<file path="config.mk">
export PLATFORM = sky130hd
export DESIGN_NAME = rts_back
export DESIGN_NICKNAME = d
export VERILOG_FILES = /design/src/rtl/core/rts_pkg.sv /design/src/rtl/core/rts_back.sv
export SDC_FILE = /design/constraint.sdc
export NUM_CORES = 1
export LEC_CHECK = 0
export ABC_AREA = 1
export BUFFER_PORTS_ARGS = -buffer_cell sky130_fd_sc_hd__clkbuf_2
export CORE_MARGIN = 1.5
export CORE_UTILIZATION = 35
export CTS_CLUSTER_SIZE = 20
export DETAILED_ROUTE_END_ITERATION = 7
export PLACE_DENSITY = 0.72
export SLEW_MARGIN = 20
export SYNTH_ARGS = -nofsm -noshare
export SYNTH_HDL_FRONTEND = slang
export SYNTH_SLANG_ARGS = --single-unit
export TNS_END_PERCENT = 5
</file>
<file path="constraint.sdc">
create_clock -name clk_i -period 0.8 [get_ports clk_i]
set_input_delay 0.12 -clock clk_i [delete_from_list [all_inputs] [get_ports clk_i]]
set_output_delay 0.12 -clock clk_i [all_outputs]
set_load 0.03 [all_outputs]
</file>
<file path="src/rtl/core/rts_pkg.sv">
// Shared types, constants and the arctangent table for the right-triangle solver.
// No dependencies.
package rts_pkg;

  localparam int FRAC_BITS    = 8;
  localparam int SIDE_W       = 16 + FRAC_BITS;
  localparam int SQ_W         = 2 * SIDE_W;
  localparam int RAD_W        = SQ_W + 2;
  localparam int ROOT_W       = SIDE_W + 1;
  localparam int REM_W        = ROOT_W + 2;
  localparam int SQ_STEPS     = RAD_W / 2;
  localparam int CORDIC_STEPS = 24;
  localparam int CORDIC_PRE   = 16;
  localparam int CX_W         = SIDE_W + CORDIC_PRE + 3;
  localparam int CZ_W         = 29;
  localparam int ANG_W        = 23;
  localparam int LEN_W        = 25;

  localparam logic [ANG_W-1:0] ANG_90 = 23'd5898240;

  typedef enum logic [1:0] {
    OP_LEG   = 2'd0,
    OP_HYP   = 2'd1,
    OP_ANGLE = 2'd2
  } rts_op_e;

  typedef struct packed {
    logic                    bad;
    logic                    len_op;
    logic                    ang_op;
    logic                    ang_x0;
    logic                    ang_y0;
    logic [RAD_W-1:0]        sq_v;
    logic [REM_W-1:0]        sq_rem;
    logic [ROOT_W-1:0]       sq_root;
    logic signed [CX_W-1:0]  cx;
    logic signed [CX_W-1:0]  cy;
    logic signed [CZ_W-1:0]  cz;
  } rts_word_t;

  function automatic logic signed [CZ_W-1:0] atan_val(input logic [4:0] idx);
    logic signed [CZ_W-1:0] r;
    case (idx)
      5'd0:  r = 29'sd47185920;
      5'd1:  r = 29'sd27855475;
      5'd2:  r = 29'sd14718068;
      5'd3:  r = 29'sd7471121;
      5'd4:  r = 29'sd3750058;
      5'd5:  r = 29'sd1876857;
      5'd6:  r = 29'sd938658;
      5'd7:  r = 29'sd469357;
      5'd8:  r = 29'sd234682;
      5'd9:  r = 29'sd117342;
      5'd10: r = 29'sd58671;
      5'd11: r = 29'sd29335;
      5'd12: r = 29'sd14668;
      5'd13: r = 29'sd7334;
      5'd14: r = 29'sd3667;
      5'd15: r = 29'sd1833;
      5'd16: r = 29'sd917;
      5'd17: r = 29'sd458;
      5'd18: r = 29'sd229;
      5'd19: r = 29'sd115;
      5'd20: r = 29'sd57;
      5'd21: r = 29'sd29;
      5'd22: r = 29'sd14;
      5'd23: r = 29'sd7;
      default: r = '0;
    endcase
    return r;
  endfunction

endpackage

</file>
<file path="src/rtl/core/rts_back.sv">
// Output stage: angle rounding and clamping, special cases, result register.
// Depends on rts_pkg.
module rts_back import rts_pkg::*; (
  input  logic             clk_i,
  input  logic             rst_ni,
  input  logic             en_i,
  input  logic             valid_i,
  input  rts_word_t        word_i,
  output logic             valid_o,
  output logic [LEN_W-1:0] length_out_o,
  output logic [ANG_W-1:0] angle_first_o,
  output logic [ANG_W-1:0] angle_second_o,
  output logic             invalid_o
);

  logic             valid_q, bad_q;
  logic [LEN_W-1:0] len_q, len_d;
  logic [ANG_W-1:0] a1_q, a2_q, a1_d, a2_d;
  logic signed [CZ_W-1:0] rz;

  always_comb begin
    rz    = (word_i.cz + 29'sd8) >>> 4;
    len_d = word_i.len_op ? LEN_W'(word_i.sq_root) : '0;
    a1_d  = '0;
    a2_d  = '0;
    if (word_i.ang_op) begin
      if (word_i.ang_x0) begin
        a1_d = ANG_90;
      end else if (word_i.ang_y0) begin
        a1_d = '0;
      end else if (rz < 0) begin
        a1_d = '0;
      end else if (rz > $signed({6'd0, ANG_90})) begin
        a1_d = ANG_90;
      end else begin
        a1_d = rz[ANG_W-1:0];
      end
      a2_d = ANG_90 - a1_d;
    end
  end

  always_ff @(posedge clk_i or negedge rst_ni) begin
    if (!rst_ni) begin
      valid_q <= 1'b0;
    end else if (en_i) begin
      valid_q <= valid_i;
    end
  end

  always_ff @(posedge clk_i) begin
    if (en_i) begin
      len_q <= len_d;
      a1_q  <= a1_d;
      a2_q  <= a2_d;
      bad_q <= word_i.bad;
    end
  end

  assign valid_o        = valid_q;
  assign length_out_o   = len_q;
  assign angle_first_o  = a1_q;
  assign angle_second_o = a2_q;
  assign invalid_o      = bad_q;

endmodule

</file>
==> run metrics <==
outcome finished, violations left; failing checks setup timing; Initial Utilization 0.355; CTS Buffer Depth 2; critical path arrival 2570 ps; Max Clk Rate 402 MHz; setup slack, reg-to-reg -10 ps; Hold Path Cell Cnt 2; clock skew 0 ps; Mean Syn Cell Area 7.97 µm²; RR Endpoint valid_o; post-synthesis sequential area ratio 0.485; Reg clk slew, reported paths 60 ps; Worst Setup Start Kind input pin; first-pass GRT wire length 20,400 µm; DR pass1 iterations 4; crit-path max FO 4; Core Region 12,500 µm²; Compound-Gate Fraction of Synth Area 0.0672; Worst Min Path Start valid_i; nets@finish 1,077; most common cell after layout, fill and taps aside buf_4; Slew @ Worst Pin 364 ps; largest net degree at the start of global routing 26; hold_ws between 50 and 60 ps; CTS tree yes; Synth Instances between 500 and 600; area of the die 13,400 µm²; Async SR Flop Fraction 0.0139; Die Span X 116 µm; launch point of the worst reg-to-reg path valid_o; Leakage 3.87 nW; Die Height 116 µm; unrepaired setup endpoints after global routing yes; final setup margin -1690 ps; Pwr per Cell Area approximately 1500 nW/µm²; Final Power 12.2 mW; DRC Markers 0; Total GRT Usage 0.195; CTS Buf Count 9; Clock Sinks 72; period utilisation layout 3.11; total wire length 13,900 µm; Yosys Warn Count 0; dpl hpwl about 9500 µm; Final setup viols 119; CTS root buffer clkbuf_16; largest family of logic cells by synthesized area simple AND/OR/NAND/NOR gates; # rows between 40 and 50; drt first-iter violations 198; CP Class input pin to flip-flop; Final Hold Vio Count 0; max cap viols 0; Main synth FF type edfxtp_1; worst vdd ir just over 1 mV; cell area after synthesis 4450 µm²; routed len/inst 13.6 µm; Post-Synth Simple-Gate Area 0.342; routed via count 4,732; WP data required 880 ps; Hold WC Path Type input pin to flip-flop; mux contribution to synthesized area 0.00253; DR vias/cell 4.61; Post-Synth XOR/XNOR Area 0.00787; commonest non-fill, non-tap cells in the layout buf_4, nand2_1, inv_1; PortBufs 132; Slew HR 0.755; antenna viol nets, final 0; worst hold endpoint valid_o; htree depth 3; number of distinct library cells after synthesis 41; Area growth syn-to-layout 79.0%; #FFs+latches synth 72; Syn Nets approximately 790; final slew viol count 0; adder-cell share of the synthesized area 0.00562; gpl congestion about 0.85; clk_lat worst skew 330 ps; Post-synth EDFFs 71; share of post-route cells with drive strength above 1 0.527; total grt overflow 0; Worst Reg-to-Reg Cells 1; Final min period 2490 ps; vias in the first global route 4,490; initial antenna violation count 0; antenna fix cells 0; IO Pins roughly 300; Crit. End Element flip-flop
[per-stage QoR]
stage               area [µm²]  std cells  utilization  setup WS [ps]  setup TNS (ps)
floorplan                 4530        558            -          -1710          -53610
CTS                       7630       1018        0.610          -1530          -70460
global placement          6370        981        0.509          -1980          -75520
detailed placement        6370        981        0.509          -2040          -77910
finish                    7970       1026        0.636          -1690          -75130
global route              7970       1026        0.636          -1840          -81930
[how the worst max path moves through the flow]
stage               startpoint                 end  slack, ps  cells after the start
floorplan            word_i[9]  angle_second_o[22]      -1710                     25
global placement     word_i[9]  angle_second_o[22]      -1980                     23
detailed placement   word_i[7]  angle_second_o[22]      -2040                     23
CTS                  word_i[4]  angle_second_o[20]      -1530                     24
global route         word_i[3]  angle_second_o[18]      -1840                     24
finish               word_i[3]  angle_second_o[14]      -1690                     25
[routing by layer]
metal / vias up / share of wire / track usage
li1: 2384 / - / -
met1: 2174 / 0.40 / 0.217
met2: 151 / 0.53 / 0.371
met3: 23 / 0.057 / 0.0356
met4: 0 / 0.019 / 0.0667
met5: - / 0 / 0
[cell families (layout without fill, tap and decap cells)]
group,count (synthesis),in the layout
muxes,1,1
and+or+nand+nor,332,332
AOI/OAI and AO/OA,49,49
adders and majority gates,2,2
buffers and inverters,98,394
xor gates and xnor gates,4,4
DFF,72,72
[what timing repair did]
action	in CTS	in global routing
hold endpoints to repair	2	0
cloned	0	0
pin swaps	34	41
gates resized for setup	203	102
hold buffers	2	0
setup endpoints to repair	118	119
setup buffers	19	9
[report_power, final]
group / switching, mW / internal, mW
sequential: 0.151 / 4.49
combinational: 1.90 / 1.67
clock: 1.47 / 2.49
[synthesized netlist by cell type, types with 6 or more instances]
cell type	instances	area share
inv_1	79	0.067
nor2_1	81	0.068
nor2_2	7	0.0098
o21ai_1	8	0.0090
nand4_1	7	0.0098
nand2_2	13	0.018
nor2_4	7	0.018
nand2_1	161	0.14
clkbuf_1	6	0.0051
a21oi_1	16	0.018
inv_2	6	0.0051
nand3_1	38	0.043
edfxtp_1	71	0.48
o21ai_0	9	0.010
[critical path, cell delays in order]
cell,delay [ps]
clkbuf_16,130
ha_4,170
buf_6,110
nand2_2,60
nand2_2,60
nor2_2,100
nand2_1,90
nor2_1,110
nand2_1,90
nor2_1,150
nand2_1,80
nor2_1,80
nand3_1,110
nand2_4,130
nand2_4,70
inv_6,80
nand2_4,60
ha_4,160
inv_2,70
a21oi_4,40
nand3_4,110
nor2_4,50
buf_4,140
o21ai_2,140
a21oi_2,40
[cell type report]
cell class,instances,area (µm²)
Clock buffer,11,243
Clock inverter,5,56.3
Fill cell,1014,4550
Inverter,86,334
Multi-Input combinational cell,388,2320
Sequential cell,72,2160
Tap cell,172,215
Timing Repair Buffer,292,2650
[registers in the layout (all words and copies together) (netlist names)]
signal,cells
angle_first_o,23
angle_second_o,22
invalid_o,1
length_out_o,25
valid_o,1
Note: power is estimated with default switching activity, not from simulation.
