[src/rtl/core/rts_pkg.sv]
// Shared types, constants and the arctangent table for the right-triangle solver.
// No dependencies.
package rts_pkg;

  localparam int FRAC_BITS    = 8;
  localparam int SIDE_W       = 16 + FRAC_BITS;
  localparam int SQ_W         = 2 * SIDE_W;
  localparam int RAD_W        = SQ_W + 2;
  localparam int ROOT_W       = SIDE_W + 1;
  localparam int REM_W        = ROOT_W + 2;
  localparam int SQ_STEPS     = RAD_W / 2;
  localparam int CORDIC_STEPS = 24;
  localparam int CORDIC_PRE   = 16;
  localparam int CX_W         = SIDE_W + CORDIC_PRE + 3;
  localparam int CZ_W         = 29;
  localparam int ANG_W        = 23;
  localparam int LEN_W        = 25;

  localparam logic [ANG_W-1:0] ANG_90 = 23'd5898240;

  typedef enum logic [1:0] {
    OP_LEG   = 2'd0,
    OP_HYP   = 2'd1,
    OP_ANGLE = 2'd2
  } rts_op_e;

  typedef struct packed {
    logic                    bad;
    logic                    len_op;
    logic                    ang_op;
    logic                    ang_x0;
    logic                    ang_y0;
    logic [RAD_W-1:0]        sq_v;
    logic [REM_W-1:0]        sq_rem;
    logic [ROOT_W-1:0]       sq_root;
    logic signed [CX_W-1:0]  cx;
    logic signed [CX_W-1:0]  cy;
    logic signed [CZ_W-1:0]  cz;
  } rts_word_t;

  function automatic logic signed [CZ_W-1:0] atan_val(input logic [4:0] idx);
    logic signed [CZ_W-1:0] r;
    case (idx)
      5'd0:  r = 29'sd47185920;
      5'd1:  r = 29'sd27855475;
      5'd2:  r = 29'sd14718068;
      5'd3:  r = 29'sd7471121;
      5'd4:  r = 29'sd3750058;
      5'd5:  r = 29'sd1876857;
      5'd6:  r = 29'sd938658;
      5'd7:  r = 29'sd469357;
      5'd8:  r = 29'sd234682;
      5'd9:  r = 29'sd117342;
      5'd10: r = 29'sd58671;
      5'd11: r = 29'sd29335;
      5'd12: r = 29'sd14668;
      5'd13: r = 29'sd7334;
      5'd14: r = 29'sd3667;
      5'd15: r = 29'sd1833;
      5'd16: r = 29'sd917;
      5'd17: r = 29'sd458;
      5'd18: r = 29'sd229;
      5'd19: r = 29'sd115;
      5'd20: r = 29'sd57;
      5'd21: r = 29'sd29;
      5'd22: r = 29'sd14;
      5'd23: r = 29'sd7;
      default: r = '0;
    endcase
    return r;
  endfunction

endpackage

[src/rtl/core/rts_front.sv]
// Input stage: registers the squares of both sides and decodes the op.
// Depends on rts_pkg.
module rts_front import rts_pkg::*; (
  input  logic              clk_i,
  input  logic              rst_ni,
  input  logic              en_i,
  input  logic              valid_i,
  input  logic [1:0]        op_i,
  input  logic [SIDE_W-1:0] side_x_i,
  input  logic [SIDE_W-1:0] side_y_i,
  output logic              valid_o,
  output rts_word_t         word_o
);

  logic              valid_q;
  logic [1:0]        op_q;
  logic [SIDE_W-1:0] x_q, y_q;
  logic [SQ_W-1:0]   xsq_q, ysq_q;

  always_ff @(posedge clk_i or negedge rst_ni) begin
    if (!rst_ni) begin
      valid_q <= 1'b0;
    end else if (en_i) begin
      valid_q <= valid_i;
    end
  end

  always_ff @(posedge clk_i) begin
    if (en_i) begin
      op_q  <= op_i;
      x_q   <= side_x_i;
      y_q   <= side_y_i;
      xsq_q <= side_x_i * side_x_i;
      ysq_q <= side_y_i * side_y_i;
    end
  end

  always_comb begin
    word_o         = '0;
    word_o.cx      = $signed({3'b000, x_q, 16'h0000});
    word_o.cy      = $signed({3'b000, y_q, 16'h0000});
    word_o.ang_x0  = (x_q == '0);
    word_o.ang_y0  = (y_q == '0);
    case (op_q)
      OP_LEG: begin
        if (x_q < y_q) begin
          word_o.bad = 1'b1;
        end else begin
          word_o.len_op = 1'b1;
          word_o.sq_v   = {2'b00, xsq_q - ysq_q};
        end
      end
      OP_HYP: begin
        word_o.len_op = 1'b1;
        word_o.sq_v   = {1'b0, {1'b0, xsq_q} + {1'b0, ysq_q}};
      end
      OP_ANGLE: begin
        if (x_q == '0 && y_q == '0) begin
          word_o.bad = 1'b1;
        end else begin
          word_o.ang_op = 1'b1;
        end
      end
      default: word_o.bad = 1'b1;
    endcase
  end

  assign valid_o = valid_q;

endmodule

[config.mk]
export PLATFORM = sky130hd
export DESIGN_NAME = rts_front
export DESIGN_NICKNAME = d
export VERILOG_FILES = /design/src/rtl/core/rts_pkg.sv /design/src/rtl/core/rts_front.sv
export SDC_FILE = /design/constraint.sdc
export NUM_CORES = 2
export LEC_CHECK = 0
export BUFFER_PORTS_ARGS = -buffer_cell sky130_fd_sc_hd__clkbuf_2
export CORE_MARGIN = 2
export CORE_UTILIZATION = 40
export DETAILED_ROUTE_END_ITERATION = 10
export GPL_TIMING_DRIVEN = 0
export PLACE_DENSITY_LB_ADDON = 0.05
export SYNTH_ARGS = -nofsm -noshare
export SYNTH_HDL_FRONTEND = slang
export SYNTH_SLANG_ARGS = --single-unit
[constraint.sdc]
create_clock -name clk_i -period 3.8 [get_ports clk_i]
set_input_delay 0.95 -clock clk_i [delete_from_list [all_inputs] [get_ports clk_i]]
set_output_delay 0.95 -clock clk_i [all_outputs]
set_load 0.005 [all_outputs]
==> qor.tcl <==
set qor(status) {complete, but fails checks}
set qor(failing_checks) {negative setup slack}
set qor(fraction_of_final_layout_cells_sized_beyond_drive_strength_1_pct) 26.7
set qor(final.setup_skew_ns) 0
set qor(timing.critical_path.to_type) {flop}
set qor(die_area_um2) 112000
set qor(avgRoutedWirePerCell_um) 22.1
set qor(first_iter_violations) 2102
set qor(async_reset_ff_share_pct) 0.699
set qor(placement.io_buffers) 156
set qor(path_buf_inv) 9
set qor(nFillCells) 10200
set qor(num-nets-final) 6837
set qor(route.detailed.vias_per_inst) 5.06
set qor(drc) 0
set qor(clk_transition_reported_paths_ns) 0.07
set qor(largest_family_of_logic_cells_by_synthesized_area) {adder cells}
set qor(cts_root_buf) {clkbuf_16}
set qor(synthCells) 4818
set qor(cts_tree) {done}
set qor(route.antenna.remaining_nets) 0
set qor(htreeDepth) 4
set qor(ios) 277
set qor(grt_start_max_net_pins) 80
set qor(cts-buffers-inserted) 17
set qor(grt_pass1_vias) 36400
set qor(flow.area_growth_from_synthesis_pct) 30.8
set qor(yosys-mux-area-fraction_pct) 0.145
set qor(timing.slew.headroom_pct) 13.4
set qor(initial_standard_cell_utilization_of_the_core_pct) 40.4
set qor(first_element_of_the_critical_path) {side_y_i[5]}
set qor(regToRegEndpoint) {valid_o$_DFFE_PN0P_}
set qor(ctsLongestPathBuffers) 2
set qor(synth_xor_area_share_pct) 2.11
set qor(initial_antenna_violation_count) 12
set qor(synth_top_cells_by_area) {fa_1 39%, ha_1 13%, inv_1 11%}
set qor(synth-compound-area-share_pct) 10.6
set qor(clkLatencyLatePin_ns) 0.50
set qor(core.rowCount) 121
set qor(die_w_um) 335
set qor(syn-cell-area_um2) 43900
set qor(rsz0062_at_grt) {true}
set qor(max_cap_viol_count) 0
set qor(min_period_ns) 7.45
set qor(worst_setup_path_start_kind) {input port}
set qor(final_worst_setup_slack_ns) -3.65
set qor(seq_area_frac_synth_pct) 9.76
set qor(fraction_of_synthesized_cell_area_taken_by_the_top_area_cell_type_pct) 38.6
set qor(critical_path_peak_fanout) 5
set qor(dieHeight_um) 335
set qor(pre_cts_slack_ns) -4.93
set qor(ff2ff_path_depth) 1
set qor(ys.flop_type) {edfxtp_1}
set qor(clock_sink_count) 143
set qor(fmax_mhz) 134
set qor(dpl.hpwl_mm) 122
set qor(routed_wirelength_mm) 152
set qor(synth_enable_flop_cells) 142
set qor(data_required_time_at_the_worst_endpoint_ns) 4.06
set qor(ff2ff_setup_slack_ns) 3.06
set qor(synth-adder-area-share_pct) 52.0
set qor(grt_first_pass_wirelength_mm) 226
set qor(crit_arrival_ns) 7.71
set qor(hold_fix_buffers_at_cts) 0
set qor(core_um2) 109000
set qor(critical-path-slowest-cell) {fa_2}
set qor(detailedRoute.firstPassIterationCount) 5
set qor(avgSynthCellArea_um2) 9.12
set qor(worst-slew-pin-transition_ns) 1.30
set qor(ys_seq_elements) 143
set qor(total_number_of_vias) 34900
set qor(slew_violations) 0
set qor(ys.warnings.count) 0
set qor(worst_path_largest_cell_delay_ns) 0.59
set qor(overflow) 0
set qor(setup_viol) 135
set qor(report.final.hold_viol_count) 0
set qor(gpl.final_weighted_congestion) 0.918
set qor(cell_variety_after_synth) 93
set qor(largest_area_contributor_in_the_synthesized_netlist) {fa_1}
set qor(timing.critical_path.max_delay_family) {adder cells}
set qor(synthSimpleGateAreaFrac_pct) 10.8
set qor(groute.usage.overall_pct) 27.2
set qor(period_share_pct) 196
set qor(min-delay-path-class) {input port to asynchronous set/reset pin}
set qor(criticalPathCategory) {input port to flop}
set qor(timing.rr.start) {valid_o$_DFFE_PN0P_}
==> per-stage QoR <==
stage / std cells / area, um2 / util, % / setup TNS (ns) / hold slack (ns)
finish: 6900 / 57500 / 52.8 / -268.07 / 0.207
detailed placement: 6509 / 49100 / 45.1 / -368.15 / 0.495
CTS: 6748 / 54000 / 49.6 / -276.05 / 0.175
global placement: 6507 / 49100 / 45.1 / -447.52 / 0.493
floorplan: 4937 / 46500 / - / -207.46 / 0.505
global route: 6894 / 57500 / 52.8 / -287.64 / 0.179
==> cells in the mapped netlist, types with 37 or more instances <==
| cell | number |
|---|---|
| fa_1 | 846 |
| inv_1 | 1308 |
| ha_1 | 471 |
| o21bai_1 | 40 |
| a21o_1 | 91 |
| and2_1 | 233 |
| nand3_1 | 37 |
| o21ai_0 | 77 |
| buf_4 | 122 |
| nor2_1 | 162 |
| xor2_1 | 41 |
| xnor2_1 | 65 |
| a21oi_1 | 225 |
| clkbuf_1 | 144 |
| nand2_1 | 384 |
| edfxtp_1 | 142 |
==> flip-flops by register name, indices dropped and copies added, names as in the netlist <==
name and cells:
op_q 2, valid_o 1, x_q 24, y_q 24, xsq_q 46, ysq_q 46
==> layout make-up <==
| class | instances | area, um2 | share of cell area, % |
|---|---|---|---|
| Buffer | 268 | 3470 | 6.04 |
| Clock buffer | 17 | 425 | 0.740 |
| Timing Repair Buffer | 522 | 4950 | 8.61 |
| Inverter | 1311 | 4950 | 8.61 |
| Multi-Input combinational cell | 3203 | 37400 | 65.1 |
| Tap cell | 1414 | 1770 | 3.08 |
| Clock inverter | 15 | 166 | 0.290 |
| Antenna cell | 7 | 17.5 | 0.0305 |
| Sequential cell | 143 | 4290 | 7.46 |
==> layout by cell type (no fill, tap or decap), types with 53 or more instances in the layout <==
cell type  synthesis  layout
ha_4               0      54
inv_2              2      69
ha_1             471     407
clkbuf_2           0      92
a21o_1            91      90
edfxtp_1         142     142
inv_1           1308    1235
buf_6              1      66
clkbuf_16          0     128
buf_4            122     388
nand2_2            0      53
xnor2_1           65      57
a21oi_1          225     136
fa_1             846     812
conb_1             1     120
nand2_1          384     297
a21oi_2            3      54
nor2_1           162     139
and2_1           233     185
==> kinds of logic after synthesis <==
family / count (synthesis)
AOI/OAI and AO/OA: 672
adders and majority gates: 1317
xor gates and xnor gates: 106
DFF: 143
buffers and inverters: 1591
and+or+nand+nor: 982
other: 1
muxes: 6
==> worst max-delay path by stage <==
stage	cells after the start	endpoint
finish	29	ysq_q[44]$_DFFE_PP_
global route	29	ysq_q[44]$_DFFE_PP_
CTS	27	ysq_q[46]$_DFFE_PP_
detailed placement	27	ysq_q[46]$_DFFE_PP_
global placement	27	ysq_q[46]$_DFFE_PP_
floorplan	26	ysq_q[46]$_DFFE_PP_
==> layer usage <==
| layer | vias to the layer above | global-route usage [%] | wire, um |
|---|---|---|---|
| li1 | 15900 | - | - |
| met1 | 17900 | 39.3 | 69700 |
| met2 | 941 | 43.3 | 69500 |
| met3 | 155 | 3.94 | 9660 |
| met4 | 2 | 5.94 | 3460 |
| met5 | - | 0 | 13 |
==> timing repair <==
| item | CTS | global route |
|---|---|---|
| pin swaps | 134 | 223 |
| gates resized for setup | 462 | 523 |
| endpoints found under the setup margin | 138 | 139 |
| cloned | 7 | 5 |
| setup buffers | 203 | 160 |
Power is left out: the tool's default activity adds up to more than one toggle a clock period on the data nets, which glitch-free logic cannot reach.
