## src/rtl/core/rts_pkg.sv

```systemverilog
// Shared types, constants and the arctangent table for the right-triangle solver.
// No dependencies.
package rts_pkg;

  localparam int FRAC_BITS    = 8;
  localparam int SIDE_W       = 16 + FRAC_BITS;
  localparam int SQ_W         = 2 * SIDE_W;
  localparam int RAD_W        = SQ_W + 2;
  localparam int ROOT_W       = SIDE_W + 1;
  localparam int REM_W        = ROOT_W + 2;
  localparam int SQ_STEPS     = RAD_W / 2;
  localparam int CORDIC_STEPS = 24;
  localparam int CORDIC_PRE   = 16;
  localparam int CX_W         = SIDE_W + CORDIC_PRE + 3;
  localparam int CZ_W         = 29;
  localparam int ANG_W        = 23;
  localparam int LEN_W        = 25;

  localparam logic [ANG_W-1:0] ANG_90 = 23'd5898240;

  typedef enum logic [1:0] {
    OP_LEG   = 2'd0,
    OP_HYP   = 2'd1,
    OP_ANGLE = 2'd2
  } rts_op_e;

  typedef struct packed {
    logic                    bad;
    logic                    len_op;
    logic                    ang_op;
    logic                    ang_x0;
    logic                    ang_y0;
    logic [RAD_W-1:0]        sq_v;
    logic [REM_W-1:0]        sq_rem;
    logic [ROOT_W-1:0]       sq_root;
    logic signed [CX_W-1:0]  cx;
    logic signed [CX_W-1:0]  cy;
    logic signed [CZ_W-1:0]  cz;
  } rts_word_t;

  function automatic logic signed [CZ_W-1:0] atan_val(input logic [4:0] idx);
    logic signed [CZ_W-1:0] r;
    case (idx)
      5'd0:  r = 29'sd47185920;
      5'd1:  r = 29'sd27855475;
      5'd2:  r = 29'sd14718068;
      5'd3:  r = 29'sd7471121;
      5'd4:  r = 29'sd3750058;
      5'd5:  r = 29'sd1876857;
      5'd6:  r = 29'sd938658;
      5'd7:  r = 29'sd469357;
      5'd8:  r = 29'sd234682;
      5'd9:  r = 29'sd117342;
      5'd10: r = 29'sd58671;
      5'd11: r = 29'sd29335;
      5'd12: r = 29'sd14668;
      5'd13: r = 29'sd7334;
      5'd14: r = 29'sd3667;
      5'd15: r = 29'sd1833;
      5'd16: r = 29'sd917;
      5'd17: r = 29'sd458;
      5'd18: r = 29'sd229;
      5'd19: r = 29'sd115;
      5'd20: r = 29'sd57;
      5'd21: r = 29'sd29;
      5'd22: r = 29'sd14;
      5'd23: r = 29'sd7;
      default: r = '0;
    endcase
    return r;
  endfunction

endpackage

```

## src/rtl/core/rts_iter.sv

```systemverilog
// One pipeline step: one root bit of the square root and, while step_i < CORDIC_STEPS, one CORDIC rotation.
// Depends on rts_pkg.
module rts_iter import rts_pkg::*; (
  input  logic      clk_i,
  input  logic      rst_ni,
  input  logic      en_i,
  input  logic      valid_i,
  input  logic [4:0] step_i,
  input  rts_word_t word_i,
  output logic      valid_o,
  output rts_word_t word_o
);

  logic      valid_q;
  rts_word_t word_q, word_d;
  logic [REM_W+1:0] acc, trial;
  logic signed [CX_W-1:0] dx, dy;

  always_comb begin
    word_d = word_i;
    acc    = {word_i.sq_rem, word_i.sq_v[RAD_W-1 -: 2]};
    trial  = {2'b00, word_i.sq_root, 2'b01};
    word_d.sq_v = {word_i.sq_v[RAD_W-3:0], 2'b00};
    if (acc >= trial) begin
      word_d.sq_rem  = REM_W'(acc - trial);
      word_d.sq_root = {word_i.sq_root[ROOT_W-2:0], 1'b1};
    end else begin
      word_d.sq_rem  = acc[REM_W-1:0];
      word_d.sq_root = {word_i.sq_root[ROOT_W-2:0], 1'b0};
    end
    dx = word_i.cy >>> step_i;
    dy = word_i.cx >>> step_i;
    if (step_i < 5'(CORDIC_STEPS)) begin
      if (!word_i.cy[CX_W-1]) begin
        word_d.cx = word_i.cx + dx;
        word_d.cy = word_i.cy - dy;
        word_d.cz = word_i.cz + atan_val(step_i);
      end else begin
        word_d.cx = word_i.cx - dx;
        word_d.cy = word_i.cy + dy;
        word_d.cz = word_i.cz - atan_val(step_i);
      end
    end
  end

  always_ff @(posedge clk_i or negedge rst_ni) begin
    if (!rst_ni) begin
      valid_q <= 1'b0;
    end else if (en_i) begin
      valid_q <= valid_i;
    end
  end

  always_ff @(posedge clk_i) begin
    if (en_i) begin
      word_q <= word_d;
    end
  end

  assign valid_o = valid_q;
  assign word_o  = word_q;

endmodule

```

## config.mk

```make
export PLATFORM = sky130hd
export DESIGN_NAME = rts_iter
export DESIGN_NICKNAME = d
export VERILOG_FILES = /design/src/rtl/core/rts_pkg.sv /design/src/rtl/core/rts_iter.sv
export SDC_FILE = /design/constraint.sdc
export NUM_CORES = 1
export LEC_CHECK = 0
export BUFFER_PORTS_ARGS = -buffer_cell sky130_fd_sc_hd__clkbuf_2
export CORE_MARGIN = 8
export CORE_UTILIZATION = 35
export CTS_BUF_LIST = sky130_fd_sc_hd__clkbuf_8
export CTS_CLUSTER_SIZE = 12
export DETAILED_ROUTE_END_ITERATION = 10
export PLACE_DENSITY_LB_ADDON = 0.15
export SLEW_MARGIN = 20
export SYNTH_ARGS = -nofsm -noshare
export SYNTH_HDL_FRONTEND = slang
export SYNTH_SLANG_ARGS = --single-unit
```

## constraint.sdc

```tcl
create_clock -name clk_i -period 2.2 [get_ports clk_i]
set_input_delay 0.33 -clock clk_i [delete_from_list [all_inputs] [get_ports clk_i]]
set_output_delay 0.33 -clock clk_i [all_outputs]
set_load 0.02 [all_outputs]
```

==> results.sh <==
export IMPL_place_gp_congestion=0.998
export IMPL_multi_input_comb_area_mm2=0.0211
export IMPL_core_area_mm2=0.0739
export IMPL_htree_levels=2
export IMPL_drt_pass1_iterations=6
export IMPL_syn_area_per_cell_um2=9.12
export IMPL_area_delta_synth_final_pct=69.7
export IMPL_power_combinational_fraction_pct=62.4
export IMPL_grt_setup_unrepaired="yes"
export IMPL_yosys_most_used_dff="sky130_fd_sc_hd__edfxtp_1"
export IMPL_async_flop_share_pct=0.452
export IMPL_clock_insertion_delay_worst_skew_ns=0.64
export IMPL_netlist_top_cell_by_area="sky130_fd_sc_hd__edfxtp_1"
export IMPL_grt_start_max_net_pins=80
export IMPL_die_height_um=289
export IMPL_cts_tree="yes"
export IMPL_io_pins=454
export IMPL_filler_cell_count=6404
export IMPL_grt_usage_pct=30.8
export IMPL_synthCells=2851
export IMPL_fp_dieArea_mm2=0.0832
export IMPL_final_seq_area_mm2=0.00663
export IMPL_vias=31241
export IMPL_total_switching_power_uw=10900
export IMPL_hold_path_depth=2
export IMPL_clock_skew_final_ns=0
export IMPL_p_clk_share_pct=16.1
export IMPL_synth_edf_count=220
export IMPL_dpl_hpwl_um=107000
export IMPL_seq_area_frac_synth_pct=25.5
export IMPL_floorplan_initialDensity_pct=35.1
export IMPL_rr_worst_depth=1
export IMPL_power_share_switching_pct=40.4
export IMPL_reg2reg_from="valid_o$_DFFE_PN0P_"
export IMPL_synth_top_cells_by_area="sky130_fd_sc_hd__edfxtp_1, sky130_fd_sc_hd__mux4_2, sky130_fd_sc_hd__ha_1, sky130_fd_sc_hd__a21oi_1, sky130_fd_sc_hd__nand2_1"
export IMPL_startpoint_type="input pin"
export IMPL_slew_headroom_pct=54.5
export IMPL_ffs_latches_synth=221
export IMPL_worstSetupStartpoint="word_i[105]"
export IMPL_routed_wl_um=136000
export IMPL_r2r_setup_slack_ns=1.45
export IMPL_rows=100
export IMPL_detail_route_drc_violations=0
export IMPL_hp_class="in -> reg"
export IMPL_final_period_utilization_pct=241
export IMPL_irDropWorstVdd_v=0.000633
export IMPL_final_period_minus_worst_setup_slack_ns=5.29
export IMPL_cp_arrival_ns=5.67
export IMPL_setup_ws_ns=-3.09
export IMPL_critPathMaxFanout=3
export IMPL_final_setup_viol_count=141
export IMPL_crit_end="word_o[70]$_DFFE_PP_"
export IMPL_violations_in_the_final_reports="negative setup slack"
export IMPL_drive_gt1_share_pct=53.7
export IMPL_routedWlPerCell_um=24.5
export IMPL_clock_tree_root_cell="sky130_fd_sc_hd__clkbuf_8"
export IMPL_hold_violations=0
export IMPL_grt_antenna_before_repair=6
export IMPL_synth_area_mm2=0.0260
export IMPL_global_route_wire_length_before_repair_um=196000
export IMPL_clkSinkCount=221
export IMPL_crit_path_kind="in -> reg"
export IMPL_drc_violation_total_after_the_first_tritonroute_iteration=2538
export IMPL_p_int_uw=16100
export IMPL_clk_transition_reported_paths_ns=0.06
export IMPL_cts_made_buffers=43
export IMPL_grt_remaining_overflow=0
export IMPL_run_status="finished, violations left"
export IMPL_setup_total_negative_slack_ns=-270.68
export IMPL_first_global_vias=31257
export IMPL_cp_required_ns=2.57
export IMPL_ys_types=109
export IMPL_setup_worst_path_end_class="register"
export IMPL_final_max_slew_violation_count=0
export IMPL_synthDominantCellAreaShare_pct=25.4
export IMPL_cap_violations=0
export IMPL_port_buffers=451
export IMPL_worst_pin_slew_ns=0.678
export IMPL_seqPwrFrac_pct=21.4
export IMPL_dp_worst_setup_slack_ns=-3.95
export IMPL_achievable_frequency_mhz=189
export IMPL_ys_warn_count=0
export IMPL_detail_route_antenna_nets=0
export IMPL_vias_per_cell=5.62
export IMPL_leakage_uw=0.0198
export IMPL_die_width_um=289
export IMPL_clk_path_buf_depth=3
export IMPL_pwr_density_cell_mw_per_mm2=614
export IMPL_nets=4943
export IMPL_worstReg2RegEnd="valid_o$_DFFE_PN0P_"
[cell usage after synthesis, types with 23 or more instances]
| library cell | count |
|---|---|
| sky130_fd_sc_hd__nand2_1 | 280 |
| sky130_fd_sc_hd__nor2_1 | 241 |
| sky130_fd_sc_hd__a21oi_1 | 238 |
| sky130_fd_sc_hd__edfxtp_1 | 220 |
| sky130_fd_sc_hd__o21ai_0 | 172 |
| sky130_fd_sc_hd__ha_1 | 157 |
| sky130_fd_sc_hd__mux4_2 | 127 |
| sky130_fd_sc_hd__xnor2_1 | 103 |
| sky130_fd_sc_hd__mux2i_1 | 92 |
| sky130_fd_sc_hd__clkbuf_1 | 90 |
| sky130_fd_sc_hd__xor2_1 | 89 |
| sky130_fd_sc_hd__inv_1 | 87 |
| sky130_fd_sc_hd__mux2_2 | 78 |
| sky130_fd_sc_hd__a21o_1 | 68 |
| sky130_fd_sc_hd__nor3_1 | 64 |
| sky130_fd_sc_hd__nand3_1 | 49 |
| sky130_fd_sc_hd__a211oi_1 | 41 |
| sky130_fd_sc_hd__nand2b_1 | 34 |
| sky130_fd_sc_hd__o211ai_1 | 34 |
| sky130_fd_sc_hd__o21a_1 | 34 |
| sky130_fd_sc_hd__buf_2 | 30 |
| sky130_fd_sc_hd__nor2b_1 | 28 |
| sky130_fd_sc_hd__and2_1 | 27 |
| sky130_fd_sc_hd__and3_1 | 27 |
| sky130_fd_sc_hd__o22ai_1 | 27 |
| sky130_fd_sc_hd__buf_1 | 23 |
[worst min path at each step]
stage	start	slack (ns)	endpoint
final	word_i[155]	0.06	word_o[157]$_DFFE_PP_
after global routing	word_i[155]	0.03	word_o[157]$_DFFE_PP_
after CTS	word_i[164]	0.002	word_o[166]$_DFFE_PP_
after detailed placement	rst_ni	0.11	valid_o$_DFFE_PN0P_
after global placement	rst_ni	0.11	valid_o$_DFFE_PN0P_
after floorplan	rst_ni	0.03	valid_o$_DFFE_PN0P_
[sequential cells by signal, summed over array words and instances, names as in the netlist]
signal	cells
word_o	220
valid_o	1
[layer usage]
metal / track usage, % / part of all wire, % / vias to the layer above
met5: 0 / 0.0095 / -
met4: 9.97 / 3.8 / 2
met3: 5.95 / 7.5 / 320
met2: 51.8 / 47 / 1348
met1: 39.6 / 41 / 15254
li1: - / - / 14317
[power by group through the flow]
| stage | Combinational, uW | Sequential [uW] | Clock (uW) |
|---|---|---|---|
| 2_1_floorplan | 6520 | 6760 | 0 |
| 3_3_place_gp | 13800 | 5870 | 0 |
| 3_5_place_dp | 14000 | 5890 | 0 |
| 4_1_cts | 15500 | 5820 | 4520 |
| 5_1_grt | 17900 | 5870 | 4650 |
| 6_report | 16900 | 5810 | 4370 |
[kinds of logic after synthesis]
group | Yosys count | share of synthesized area, %
AND/OR/NAND/NOR | 871 | 16.2
buffers and inverters | 265 | 4.82
adder cells (fa/ha/maj) | 160 | 7.79
XOR/XNOR | 192 | 6.47
flip-flops | 221 | 25.5
multiplexers | 297 | 17.9
other | 1 | 0.0144
AO/OA/AOI/OAI | 844 | 21.3
[cell type report]
cell class | count | area share (%)
repair buffers | 1829 | 31.7
inverters | 91 | 0.834
well taps | 969 | 2.75
diodes | 5 | 0.0284
multi-input cells | 2366 | 47.7
clock buffers | 43 | 1.34
flip-flops and latches | 221 | 15.0
clock inverters | 33 | 0.607
[placed cells by master, fill, tap and decap left out, types with 35 or more instances in the layout]
| master | instances |
|---|---|
| sky130_fd_sc_hd__mux2i_1 | 76 |
| sky130_fd_sc_hd__buf_4 | 1113 |
| sky130_fd_sc_hd__mux2_2 | 67 |
| sky130_fd_sc_hd__edfxtp_1 | 220 |
| sky130_fd_sc_hd__o21ai_1 | 57 |
| sky130_fd_sc_hd__ha_1 | 124 |
| sky130_fd_sc_hd__clkbuf_2 | 442 |
| sky130_fd_sc_hd__inv_1 | 82 |
| sky130_fd_sc_hd__mux4_2 | 127 |
| sky130_fd_sc_hd__nor3_1 | 46 |
| sky130_fd_sc_hd__dlygate4sd3_1 | 122 |
| sky130_fd_sc_hd__a21oi_1 | 161 |
| sky130_fd_sc_hd__nand3_1 | 35 |
| sky130_fd_sc_hd__xor2_1 | 83 |
| sky130_fd_sc_hd__clkbuf_8 | 44 |
| sky130_fd_sc_hd__buf_6 | 103 |
| sky130_fd_sc_hd__o21ai_0 | 73 |
| sky130_fd_sc_hd__buf_12 | 35 |
| sky130_fd_sc_hd__nand2_1 | 252 |
| sky130_fd_sc_hd__xnor2_1 | 69 |
| sky130_fd_sc_hd__a21oi_2 | 69 |
| sky130_fd_sc_hd__nor2_1 | 212 |
| sky130_fd_sc_hd__a21o_1 | 68 |
[per-stage QoR]
stage	cells	util (%)	total power (uW)	instance area [um^2]	hold WS [ns]
2_1_floorplan	2852	-	13300	27100	0.0344
3_3_place_gp	5208	51.3	19700	38000	0.105
3_5_place_dp	5208	51.3	19900	38000	0.109
4_1_cts	5488	57.1	25800	42300	0.00194
5_1_grt	5556	59.6	28500	44100	0.0281
6_report	5557	59.6	27100	44100	0.0555
[worst max-delay path, cell delays in order]
cell,delay (ns)
sky130_fd_sc_hd__clkbuf_2,0.12
sky130_fd_sc_hd__buf_4,0.14
sky130_fd_sc_hd__mux4_2,0.53
sky130_fd_sc_hd__a221o_1,0.40
sky130_fd_sc_hd__a222oi_1,0.56
sky130_fd_sc_hd__buf_4,0.23
sky130_fd_sc_hd__nand3_1,0.07
sky130_fd_sc_hd__buf_4,0.17
sky130_fd_sc_hd__nor4b_4,0.25
sky130_fd_sc_hd__buf_4,0.19
sky130_fd_sc_hd__a21oi_4,0.06
sky130_fd_sc_hd__xnor2_2,0.19
sky130_fd_sc_hd__ha_4,0.29
sky130_fd_sc_hd__nand3_2,0.08
sky130_fd_sc_hd__nor3_2,0.21
sky130_fd_sc_hd__or4b_4,0.53
sky130_fd_sc_hd__a211oi_4,0.28
sky130_fd_sc_hd__o21ai_2,0.10
sky130_fd_sc_hd__a211oi_2,0.30
sky130_fd_sc_hd__o21ai_2,0.15
sky130_fd_sc_hd__o211ai_1,0.25
sky130_fd_sc_hd__a21o_1,0.15
sky130_fd_sc_hd__a31oi_1,0.09
[timing repair]
action                                  in CTS  in global routing
gates resized for setup                    317                327
setup buffers                               94                 87
hold buffers                               122                  0
endpoints found under the setup margin     142                142
endpoints found under the hold margin      121                  0
pin swaps                                  181                182
gates cloned                                 5                  1
Power figures use the tool's default switching activity.
